===== config.mk =====
export PLATFORM = sky130hd
export DESIGN_NAME = fts_split
export DESIGN_NICKNAME = d
export VERILOG_FILES = /design/src/rtl/core/fts_pkg.sv /design/src/rtl/core/fts_split.sv
export SDC_FILE = /design/constraint.sdc
export NUM_CORES = 1
export LEC_CHECK = 0
export BUFFER_PORTS_ARGS = -buffer_cell sky130_fd_sc_hd__buf_2
export CAP_MARGIN = 20
export CORE_MARGIN = 2
export CORE_UTILIZATION = 55
export DETAILED_ROUTE_END_ITERATION = 10
export PLACE_DENSITY = 0.78
export SLEW_MARGIN = 30
export SYNTH_ARGS = -nofsm -noshare
export SYNTH_HDL_FRONTEND = slang
export SYNTH_SLANG_ARGS = --single-unit

===== constraint.sdc =====
create_clock -name clk -period 12 [get_ports clk]
set_input_delay 1.8 -clock clk [delete_from_list [all_inputs] [get_ports clk]]
set_output_delay 1.8 -clock clk [all_outputs]
set_load 0.05 [all_outputs]

===== src/rtl/core/fts_pkg.sv =====
`timescale 1ns / 1ps
`default_nettype none

package fts_pkg;

    // Timing system fiducial count per rollover and its tick rate
    localparam int FIDUCIAL_PERIOD = 131040;
    localparam int TIMING_RATE_HZ  = 360;

    // Whole seconds between fiducial rollovers
    localparam int ROLL_SEC = FIDUCIAL_PERIOD / TIMING_RATE_HZ;
    localparam int REM_W    = $clog2(ROLL_SEC);

    // Reciprocal of ROLL_SEC, exact for every 32-bit dividend
    localparam int          RECIP_SHIFT = 32 + REM_W;
    localparam logic [63:0] RECIP_WIDE  = (64'd1 << RECIP_SHIFT) / 64'(ROLL_SEC) + 64'd1;
    localparam logic [32:0] RECIP       = RECIP_WIDE[32:0];

    localparam logic [31:0] ROLL_SEC_W = 32'(ROLL_SEC);
    localparam logic [31:0] PERIOD_W   = 32'(FIDUCIAL_PERIOD);

    localparam logic signed [30:0] NS_PER_SEC = 31'sd1000000000;

    // Configuration reset values
    localparam logic [15:0] TICKS_PER_SECOND_RST = 16'd360;
    localparam logic [15:0] TOLERANCE_TICKS_RST  = 16'd396;
    localparam logic [31:0] MAX_GAP_TICKS_RST    = 32'd21600;
    localparam logic [15:0] MAX_UNSYNCED_RST     = 16'd240;

    typedef enum logic [1:0] {
        ACT_FRAME  = 2'd0,
        ACT_RESYNC = 2'd1,
        ACT_REARM  = 2'd2
    } action_t;

    typedef enum logic [1:0] {
        CFG_TICKS_PER_SECOND = 2'd0,
        CFG_TOLERANCE_TICKS  = 2'd1,
        CFG_MAX_GAP_TICKS    = 2'd2,
        CFG_MAX_UNSYNCED     = 2'd3
    } cfg_index_t;

    typedef struct packed {
        action_t     action;
        logic [16:0] fiducial;
        logic [31:0] clock_seconds;
        logic [29:0] clock_nanoseconds;
        logic [31:0] detector_timestamp;
    } in_item_t;

    typedef struct packed {
        logic        out_of_sync;
        logic        timestep_error;
        logic        alarm;
        logic [15:0] unsynced_frames;
        logic [31:0] fiducial_gap;
    } out_item_t;

    // Item with its seconds split by the rollover period
    typedef struct packed {
        in_item_t         item;
        logic [31:0]      sec_quot;
        logic [REM_W-1:0] sec_rem;
        logic [31:0]      sec_pquot;
    } split_item_t;

endpackage

`default_nettype wire


===== src/rtl/core/fts_split.sv =====
`timescale 1ns / 1ps
`default_nettype none

module fts_split (
    input  wire logic                clk,
    input  wire logic                rst_n,
    input  wire logic                in_valid,
    output logic                     in_stall,
    input  wire fts_pkg::in_item_t   in_data,
    output logic                     split_valid,
    input  wire logic                split_take,
    output fts_pkg::split_item_t     split_data
);

    logic                s1_valid_reg;
    fts_pkg::in_item_t   s1_item_reg;
    logic                s2_valid_reg;
    fts_pkg::in_item_t   s2_item_reg;
    logic [48:0]         s2_prod_hi_reg;
    logic [48:0]         s2_prod_lo_reg;
    logic                s3_valid_reg;
    fts_pkg::in_item_t   s3_item_reg;
    logic [31:0]         s3_quot_reg;
    logic                s4_valid_reg;
    fts_pkg::split_item_t s4_item_reg;

    logic        take1;
    logic        take2;
    logic        take3;
    logic        take4;
    logic [48:0] prod_hi_next;
    logic [48:0] prod_lo_next;
    logic [64:0] prod_sum;
    logic [31:0] quot_next;
    logic [31:0] quot_times_roll;
    fts_pkg::split_item_t s4_item_next;

    // A stage loads when it is empty or its content moves on
    assign take4 = !s4_valid_reg || split_take;
    assign take3 = !s3_valid_reg || take4;
    assign take2 = !s2_valid_reg || take3;
    assign take1 = !s1_valid_reg || take2;

    assign in_stall = !take1;

    // Reciprocal product in two halves of the seconds word
    assign prod_hi_next = 49'(s1_item_reg.clock_seconds[31:16]) * 49'(fts_pkg::RECIP);
    assign prod_lo_next = 49'(s1_item_reg.clock_seconds[15:0]) * 49'(fts_pkg::RECIP);

    assign prod_sum  = {s2_prod_hi_reg, 16'd0} + {16'd0, s2_prod_lo_reg};
    assign quot_next = 32'(prod_sum >> fts_pkg::RECIP_SHIFT);

    assign quot_times_roll = s3_quot_reg * fts_pkg::ROLL_SEC_W;

    always_comb
    begin
        s4_item_next.item      = s3_item_reg;
        s4_item_next.sec_quot  = s3_quot_reg;
        s4_item_next.sec_rem   =
            fts_pkg::REM_W'(s3_item_reg.clock_seconds - quot_times_roll);
        s4_item_next.sec_pquot = s3_quot_reg * fts_pkg::PERIOD_W;
    end

    always_ff @(posedge clk or negedge rst_n)
    begin
        if (!rst_n)
        begin
            s1_valid_reg <= 1'b0;
            s2_valid_reg <= 1'b0;
            s3_valid_reg <= 1'b0;
            s4_valid_reg <= 1'b0;
        end
        else
        begin
            if (take1)
                s1_valid_reg <= in_valid;
            if (take2)
                s2_valid_reg <= s1_valid_reg;
            if (take3)
                s3_valid_reg <= s2_valid_reg;
            if (take4)
                s4_valid_reg <= s3_valid_reg;
        end
    end

    always_ff @(posedge clk)
    begin
        if (take1 && in_valid)
            s1_item_reg <= in_data;
        if (take2 && s1_valid_reg)
        begin
            s2_item_reg    <= s1_item_reg;
            s2_prod_hi_reg <= prod_hi_next;
            s2_prod_lo_reg <= prod_lo_next;
        end
        if (take3 && s2_valid_reg)
        begin
            s3_item_reg <= s2_item_reg;
            s3_quot_reg <= quot_next;
        end
        if (take4 && s3_valid_reg)
            s4_item_reg <= s4_item_next;
    end

    assign split_valid = s4_valid_reg;
    assign split_data  = s4_item_reg;

endmodule

`default_nettype wire

==> metrics.txt, run 1 <==
# DRC 0; fin. max-slew vios 0; CP endpoint kind flop; Core ar. 64,100 sq um; crit path max fanout 8; Layout Nets 3,617; Multi-input gate area 15,000 sq um; CTS H-Tree Depth 2; Initial Util 0.553; synth cell count leaders 612 x edfxtp_1, 493 x inv_1, 379 x ha_1, 285 x fa_1, 99 x xnor2_1; Final Non-Filler Cells 3,748; GR peak layer met2; number of setup buffers added after CTS 0; Hold Path Class reg2reg; Mapped Area 35,500 sq um; clock-pin slew on the worst setup and hold paths 0.06 ns; Sink Count 616; Buf/Inv on CP 4; max-cap violations 0; # hold bufs at CTS 0; DRT iter0 DRCs 1,150; top-area cell type share of the netlist area 0.518; Mean Syn Cell Area 14.2 sq um; Syn-to-layout area delta 12.9%; CTS resizes 0; critical path's top delay family adder cells; TritonCTS Buffers 60; Reg area 18,500 sq um; share of layout cells above drive strength 1 0.143; gp weighted congestion 0.927; mean routed wirelength per cell 19.2 um; Max Buffers Root-to-Sink 3; crit path DAT 6.87 ns; GRT met1 Usage 0.292; vias in the first global route 20,900; Synth area leader edfxtp_1; io pins 305; Final min period 6.53 ns; final hold violation count 0; largest net degree at the start of global routing 162; max reg flops 170; worst rel slew slack 0.378; Max Clock Freq 153 MHz; Buffers on Ports 291; Die Span Y 258 um; Die W 258 um; GRT Residual Overflow 0; RSZ-0062 raised after global routing no; remaining antenna violation count 0; Final Skew 0.0498 ns; Post-synth EDFFs 612; synth warn 0; Setup Total Neg Slack 0 ns; # fillers 4,801; first-pass iteration count of the detailed router 5; final WL 71,800 um; global-route wire length before repair 112,000 um; M2 GR Usage 0.372; critical path's slowest cell edfxtp_1; FP Rows 93; Detailed Place HPWL 55,300 um; GR Util All Layers 0.217; Slew @ Worst Pin 0.934 ns; Synth Flop Type edfxtp_1; CTS tree yes; vias 19,600; Data required, critical path 12.35 ns; Root Buffer clkbuf_16; Final period util 0.544; Synth cell types 66; Worst Path Class, Setup reg2reg; Final Setup Violations 0; initial antenna violation count 5; worst-path cell chain ha_1 -> inv_1 -> fa_1 -> inv_1 -> fa_1 -> fa_1 -> inv_1 -> fa_1 -> fa_1 -> inv_1 -> ha_1 -> a21o_1 -> a31oi_1 -> o2111a_2 -> nor3_1 -> or4_4 -> nand4_1 -> nor4_1 -> a221oi_1 -> o311ai_0; most frequent cell after synthesis edfxtp_1; post-synthesis sequential area ratio 0.521; Clk Latency, worst-skew pair 0.65 ns; status finished clean; met3 Usage GRT 0.0320; asr flop ratio synth 0.00649; via/cell ratio 5.22; most used cell, CP fa_1; Synth Register Bits 616; CP Launch Type flop; Post-Place Cells 3,627; die area 66,500 sq um; Crit path largest cell delay 0.58 ns; top post-synthesis cells by area edfxtp_1 52%, fa_1 16%, ha_1 13%; Post-Synthesis Cells 2,494
[worst paths after layout]
| path | startpoint | to | slack, ns | cells past startpoint |
|---|---|---|---|---|
| min in group asynchronous | rst_n | s3_valid_reg | 0.96 | 1 |
| max in group asynchronous | rst_n | s1_valid_reg | 10.92 | 1 |
| setup reg to reg | s1_item_reg[76] | s2_prod_lo_reg[48] | 5.47 | 20 |
| setup / recovery | s1_item_reg[76] | s2_prod_lo_reg[48] | 5.47 | 20 |
| hold reg to reg | s2_item_reg[45] | s3_item_reg[45] | 0.39 | 0 |
| hold / removal | s2_item_reg[45] | s3_item_reg[45] | 0.39 | 0 |
[routing by layer]
layer	vias up	part of all wire
met5	-	0
met4	0	0.021
met3	88	0.048
met2	491	0.51
met1	9733	0.43
li1	9244	-
[logic make-up after synthesis]
kind of cell / after synthesis / share of synthesized area
adder cells (fa/ha/maj): 664 / 0.295
flip-flops: 616 / 0.521
buffers and inverters: 523 / 0.0570
AO/OA/AOI/OAI: 298 / 0.0563
AND/OR/NAND/NOR: 252 / 0.0364
XOR/XNOR: 140 / 0.0346
other: 1 / 0.000106
[through the flow]
step	instance area [sq um]	setup WS [ns]	hold WS, ns	utilization
floorplan	35500	1.89	0.400	-
detailed placement	37900	5.57	0.405	0.592
CTS	40000	5.56	0.389	0.623
finish	40000	5.47	0.391	0.624
global route	40000	5.18	0.394	0.624
global placement	37900	5.65	0.400	0.592
[cell type report]
cell class	instances	share of cell area
antenna	6	0.000375
clock buffer	72	0.0386
clock inverter	41	0.0117
inverter	493	0.0462
multi-input combinational	1367	0.375
sequential	616	0.462
tap	855	0.0267
timing repair buffer	298	0.0394
[placed cells by master, fill, tap and decap left out, types with 5 or more instances in the layout]
master	instances
edfxtp_1	612
inv_1	493
ha_1	379
buf_2	291
fa_1	285
xnor2_1	99
a21oi_1	89
nor2_1	66
clkbuf_16	60
a21o_1	59
o21ai_0	46
nand2_1	42
xor2_1	41
nand3_1	26
o21a_1	16
nand4_1	16
nor3_1	16
nor2b_1	16
clkinv_1	16
and3_1	15
nand2b_1	14
conb_1	13
o21bai_1	12
clkbuf_1	12
a211oi_1	11
or3_1	8
and2_1	8
clkinv_2	7
bufinv_16	7
diode_2	6
or2_2	6
a31oi_1	5
o2111ai_1	5
Power of run 1 is left out: the tool's default activity adds up to more than one toggle a clock period on the data nets, which glitch-free logic cannot reach.
==> run 2, diff against run 1 <==
--- a/config.mk
+++ b/config.mk
@@ -5,12 +5,13 @@
 export SDC_FILE = /design/constraint.sdc
 export NUM_CORES = 1
 export LEC_CHECK = 0
+export ABC_AREA = 1
 export BUFFER_PORTS_ARGS = -buffer_cell sky130_fd_sc_hd__buf_2
 export CAP_MARGIN = 20
 export CORE_MARGIN = 2
 export CORE_UTILIZATION = 55
 export DETAILED_ROUTE_END_ITERATION = 10
-export PLACE_DENSITY = 0.78
+export PLACE_DENSITY = 0.81
 export SLEW_MARGIN = 30
 export SYNTH_ARGS = -nofsm -noshare
 export SYNTH_HDL_FRONTEND = slang
==> constraint.sdc (replaced) <==
create_clock -name clk -period 5.5 [get_ports clk]
set_input_delay 0.825 -clock clk [delete_from_list [all_inputs] [get_ports clk]]
set_output_delay 0.825 -clock clk [all_outputs]
set_load 0.05 [all_outputs]
==> run 2 against run 1 <==
  * Die area grew 15%
  * Synthesized cell count grew 64%
  * Sequential share of layout area is 5.8 points lower
  * Core utilization grew 0.15 points
  * Via count increased by 45%
  * Clock skew is 0.011 ns higher
  * Routed wire length up 48%
  * Critical path depth is 1 higher
  * Highest routed layer unchanged
==> metrics.txt, run 2 <==
status finished clean; FP Rows 99; Mean Syn Cell Area 10.0 sq um; Layout Nets 5,246; Hold Path Class in2reg; Syn-to-layout area delta 12.2%; Detailed Place HPWL 86,600 um; Initial Util 0.558; global-route wire length before repair 163,000 um; die area 76,400 sq um; Buffers on Ports 291; GRT met1 Usage 0.365; Slew @ Worst Pin 0.903 ns; TritonCTS Buffers 61; RSZ-0062 raised after global routing yes; io pins 305; max-cap violations 0; Clk Latency, worst-skew pair 0.68 ns; Synth cell types 46; most frequent cells in the layout 987 x inv_1, 984 x nand2_1, 612 x edfxtp_1; GR Util All Layers 0.278; Max Buffers Root-to-Sink 3; final WL 106,000 um; WHS 0.327 ns; Post-Synthesis Cells 4,081; max reg flops 170; Core ar. 73,200 sq um; M2 GR Usage 0.483; Max Clock Freq 187 MHz; Mapped Area 40,800 sq um; DRT iter0 DRCs 2,342; Final WS setup 0.147 ns; Final Setup Violations 0; CP endpoint kind flop; via/cell ratio 5.17; remaining antenna violation count 0; clock-pin slew on the worst setup and hold paths 0.07 ns; crit path DAT 5.76 ns; Data required, critical path 5.91 ns; GRT Residual Overflow 0; most frequent cell after synthesis inv_1; Final min period 5.35 ns; final hold violation count 0; top post-synthesis cells by area edfxtp_1 45%, fa_1 14%, ha_1 12%; Post-synth EDFFs 612; synth warn 0; Synth Register Bits 616; CTS tree yes; share of layout cells above drive strength 1 0.107; Die Span Y 276 um; vias in the first global route 28,700; Final Skew 0.0611 ns; worst rel slew slack 0.396; vias 28,300; # DRC 0; asr flop ratio synth 0.00649; Sink Count 616; GR peak layer met2; synth cell count leaders 989 x inv_1, 984 x nand2_1, 612 x edfxtp_1, 379 x ha_1, 285 x fa_1; # fillers 5,858; top-area cell type share of the netlist area 0.450; CP Launch Type flop; met3 Usage GRT 0.0373; Root Buffer clkbuf_16; post-synthesis sequential area ratio 0.453; gp weighted congestion 1.01; fin. max-slew vios 0; mean routed wirelength per cell 19.4 um; Worst Path Class, Setup reg2reg; largest net degree at the start of global routing 117; Place WS 0.165 ns; Final period util 0.973; commonest non-fill, non-tap cell in the layout inv_1; crit path max fanout 6; Synth Flop Type edfxtp_1; Synth area leader edfxtp_1; CTS H-Tree Depth 2; first-pass iteration count of the detailed router 5; Die W 276 um; initial antenna violation count 3
[run 2: cell types whose count changed in the layout (fill, tap and decap cells not counted), sizes merged, moves of 17 or more]
cell / delta
xor2: +19
a21o: -57
inv: +501
a21oi: +34
nor2b: -17
nor2: +193
xnor2: -75
nand4: +44
nand2: +947
buf: +28
nand3: +113
[run 2: what timing repair did]
action,in CTS,in global routing
hold buffers,1,0
endpoints found under the hold margin,4,0
resized for setup,0,16
buffers inserted,0,7
endpoints found under the setup margin,0,15
[run 2: per-stage QoR]
| step | TNS (ns) | std cells | util | instance area, sq um |
|---|---|---|---|---|
| global placement | 0 | 5353 | 0.597 | 43700 |
| finish | 0 | 5478 | 0.626 | 45800 |
| global route | -0.0282 | 5478 | 0.626 | 45800 |
| floorplan | 0 | 4093 | - | 40900 |
| CTS | 0 | 5468 | 0.624 | 45700 |
| detailed placement | 0 | 5353 | 0.597 | 43700 |
[run 2: worst max-delay path, cell delays in order (launching register included)]
cell,delay [ns]
edfxtp_1,0.48
ha_1,0.32
inv_1,0.05
fa_1,0.47
inv_1,0.05
ha_1,0.33
inv_1,0.08
fa_1,0.50
inv_1,0.06
fa_1,0.50
inv_1,0.05
fa_1,0.51
inv_1,0.05
ha_1,0.35
nand2_1,0.11
nor2_1,0.19
nand2_1,0.09
nand3_2,0.14
nand2_1,0.09
nand2_1,0.21
a21oi_1,0.15
xnor2_1,0.32
[run 2: worst paths after layout]
| check | to | slack (ns) | startpoint | cells past startpoint |
|---|---|---|---|---|
| hold reg to reg | s3_item_reg[68] | 0.39 | s2_item_reg[68] | 0 |
| setup reg to reg | s2_prod_hi_reg[32] | 0.15 | s1_item_reg[83] | 21 |
| setup / recovery | s2_prod_hi_reg[32] | 0.15 | s1_item_reg[83] | 21 |
| hold / removal | s1_item_reg[60] | 0.33 | in_data[60] | 1 |
| min in group asynchronous | s3_valid_reg | 0.54 | rst_n | 2 |
| max in group asynchronous | split_valid | 4.84 | rst_n | 2 |
[run 2: cell families after synthesis]
family	Yosys count	synth area share
buffers and inverters	1013	0.0948
other	1	0.0000919
adders and majority gates	664	0.256
DFF	616	0.453
and+or+nand+nor	1488	0.150
AOI/OAI and AO/OA	215	0.0284
xor gates and xnor gates	84	0.0180
[run 2: metal layers]
metal,share of wire,wire length (um),vias to the layer above
met4,0.028,2990,0
met3,0.056,5970,163
met5,0,0,-
met1,0.42,44800,13600
li1,-,-,13600
met2,0.49,52700,910
[run 2: cell type report]
type | instances | area [sq um] | area share
antenna | 3 | 7.51 | 0.000164
clock buffer | 65 | 1540 | 0.0336
clock inverter | 49 | 478 | 0.0104
inverter | 995 | 3750 | 0.0818
multi-input combinational | 2464 | 18600 | 0.406
sequential | 616 | 18500 | 0.403
tap | 959 | 1200 | 0.0262
timing repair buffer | 327 | 1770 | 0.0386
Power of run 2 is left out for the same reason.
==> run 3, diff against run 2 <==
--- a/config.mk
+++ b/config.mk
@@ -11,6 +11,7 @@
 export CORE_MARGIN = 2
 export CORE_UTILIZATION = 55
 export DETAILED_ROUTE_END_ITERATION = 10
+export MAX_ROUTING_LAYER = met4
 export PLACE_DENSITY = 0.81
 export SLEW_MARGIN = 30
 export SYNTH_ARGS = -nofsm -noshare
==> run 3 against run 2 <==
  * Clock skew decreased by 0.014 ns
  * Die area unchanged
  * Core utilization increased by 0.23 points
  * Global-route usage grew 1.3 points
  * Worst setup slack improved by 0.054 ns
  * Cell count hardly changed
  * Critical endpoint is now s2_prod_lo_reg[46]
  * Highest routed layer unchanged
==> metrics.txt, run 3 (synthesis gave the netlist of run 2 again) <==
most used cell, CP fa_1; mean routed wirelength per cell 19.5 um; Core ar. 73,200 sq um; largest net degree at the start of global routing 107; Clk Latency, worst-skew pair 0.64 ns; first-pass iteration count of the detailed router 7; share of layout cells above drive strength 1 0.106; via/cell ratio 5.15; Die W 276 um; wire length on met3 6070 um; Worst Path Class, Setup reg2reg; Syn-to-layout area delta 12.6%; final WL 107,000 um; crit path max fanout 5; max-cap violations 0; critical path's slowest cell fa_1; Buf/Inv on CP 4; Reg-to-Reg Start s1_item_reg[75]; status finished clean; clock-pin slew on the worst setup and hold paths 0.06 ns; Max Buffers Root-to-Sink 3; Final Setup Violations 0; remaining antenna violation count 0; highest metal layer with signal wires met4; global-route wire length before repair 165,000 um; CTS H-Tree Depth 3; min-delay src in_data[24]; # DRC 0; Root Buffer clkbuf_16; Final period util 0.963; GRT Residual Overflow 0; Hold Path Class in2reg; DRT iter0 DRCs 2,337; Initial Util 0.558; metal1 wirelength 46,000 um; Final min period 5.30 ns; gp weighted congestion 1.01; vias in the first global route 28,500; Final Skew 0.0468 ns; Final Non-Filler Cells 5,483; TritonCTS Buffers 67; most frequent cells in the layout 987 x inv_1, 983 x nand2_1, 612 x edfxtp_1; R2R Setup Slk 0.20 ns; Endpoint, Worst Hold s1_item_reg[24]; GR Util All Layers 0.291; Die Span Y 276 um; CTS tree yes; commonest non-fill, non-tap cell in the layout inv_1; crit path DAT 5.67 ns; Crit path largest cell delay 0.56 ns; CP Launch Type flop; max reg flops 170; Sink Count 616; worst rel slew slack 0.438; r2r endpoint s2_prod_lo_reg[46]; hold depth 1; CP endpoint kind flop; Data required, critical path 5.88 ns; worst reg-to-reg path cell count 18; initial antenna violation count 5; Detailed Place HPWL 87,700 um; Buffers on Ports 291; Slew @ Worst Pin 0.841 ns; fin. max-slew vios 0; vias 28,200; critical path's top delay family adder cells; Finished Core Util 0.628; die area 76,400 sq um; met2 WL 51,800 um; Max Clock Freq 189 MHz; final hold violation count 0; Post-Place Cells 5,354; io pins 305; Layout Nets 5,248; worst-path cell chain ha_1 -> inv_1 -> fa_1 -> inv_1 -> fa_1 -> inv_1 -> fa_1 -> inv_1 -> fa_1 -> fa_1 -> ha_1 -> nand2_1 -> nor2_1 -> nand2_1 -> nor3_4 -> nand2_1 -> nand4_1 -> nand2_1; FP Rows 99
run 3: cell types whose count changed in the layout (fill, tap and decap cells not counted), sizes merged:
cell	change
inv	+3
clkinvlp	-5
clkinv	-3
clkbuf	+12
buf	-4
diode	+2
run 3: how the worst max path moves through the flow:
stage / startpoint / endpoint / slack, ns / depth (start not counted)
after global routing: s1_item_reg[75] / s2_prod_lo_reg[46] / -0.03 / 19
after global placement: s1_item_reg[75] / s2_prod_lo_reg[46] / 0.31 / 21
after floorplan: split_take / s2_item_reg[0] / 0.04 / 8
after CTS: s1_item_reg[75] / s2_prod_lo_reg[42] / 0.14 / 18
final: s1_item_reg[75] / s2_prod_lo_reg[46] / 0.20 / 18
after detailed placement: s1_item_reg[75] / s2_prod_lo_reg[42] / 0.15 / 18
run 3: layer usage:
| layer | GRT usage | vias to the layer above |
|---|---|---|
| li1 | - | 13600 |
| met1 | 0.382 | 13500 |
| met2 | 0.476 | 903 |
| met3 | 0.0363 | 166 |
| met4 | 0.0893 | 0 |
| met5 | - | - |
run 3: layout make-up:
type                    count  area [sq um]
clock inverters            44           502
clock buffers              77          1710
inverters                 995          3750
well taps                 959          1200
fillers                  5877         27200
repair buffers            323          1750
multi-input cells        2464         18600
flip-flops and latches    616         18500
diodes                      5          12.5
run 3: stage by stage:
stage | TNS [ns] | setup slack (ns) | hold WS [ns] | area, sq um
6_report | 0 | 0.201 | 0.359 | 46000
5_1_grt | -0.0289 | -0.0289 | 0.342 | 46000
4_1_cts | 0 | 0.137 | 0.329 | 45900
3_5_place_dp | 0 | 0.146 | 0.405 | 43700
3_3_place_gp | 0 | 0.305 | 0.400 | 43700
2_1_floorplan | 0 | 0.0356 | 0.400 | 40900
run 3: repair_timing:
item	4_1_cts	5_1_grt
hold buffers	1	0
endpoints found under the setup margin	0	13
buffers inserted	0	2
gates resized for setup	0	13
endpoints found under the hold margin	4	0
run 3: worst reg2reg max path, cell delays in order (launching register included):
cell and delay [ns]:
edfxtp_1 0.48, ha_1 0.33, inv_1 0.05, fa_1 0.50
inv_1 0.07, fa_1 0.55, inv_1 0.07, fa_1 0.50
inv_1 0.06, fa_1 0.56, fa_1 0.44, ha_1 0.39
nand2_1 0.16, nor2_1 0.25, nand2_1 0.15, nor3_4 0.21
nand2_1 0.11, nand4_1 0.12, nand2_1 0.07
Power of run 3 is left out for the same reason.
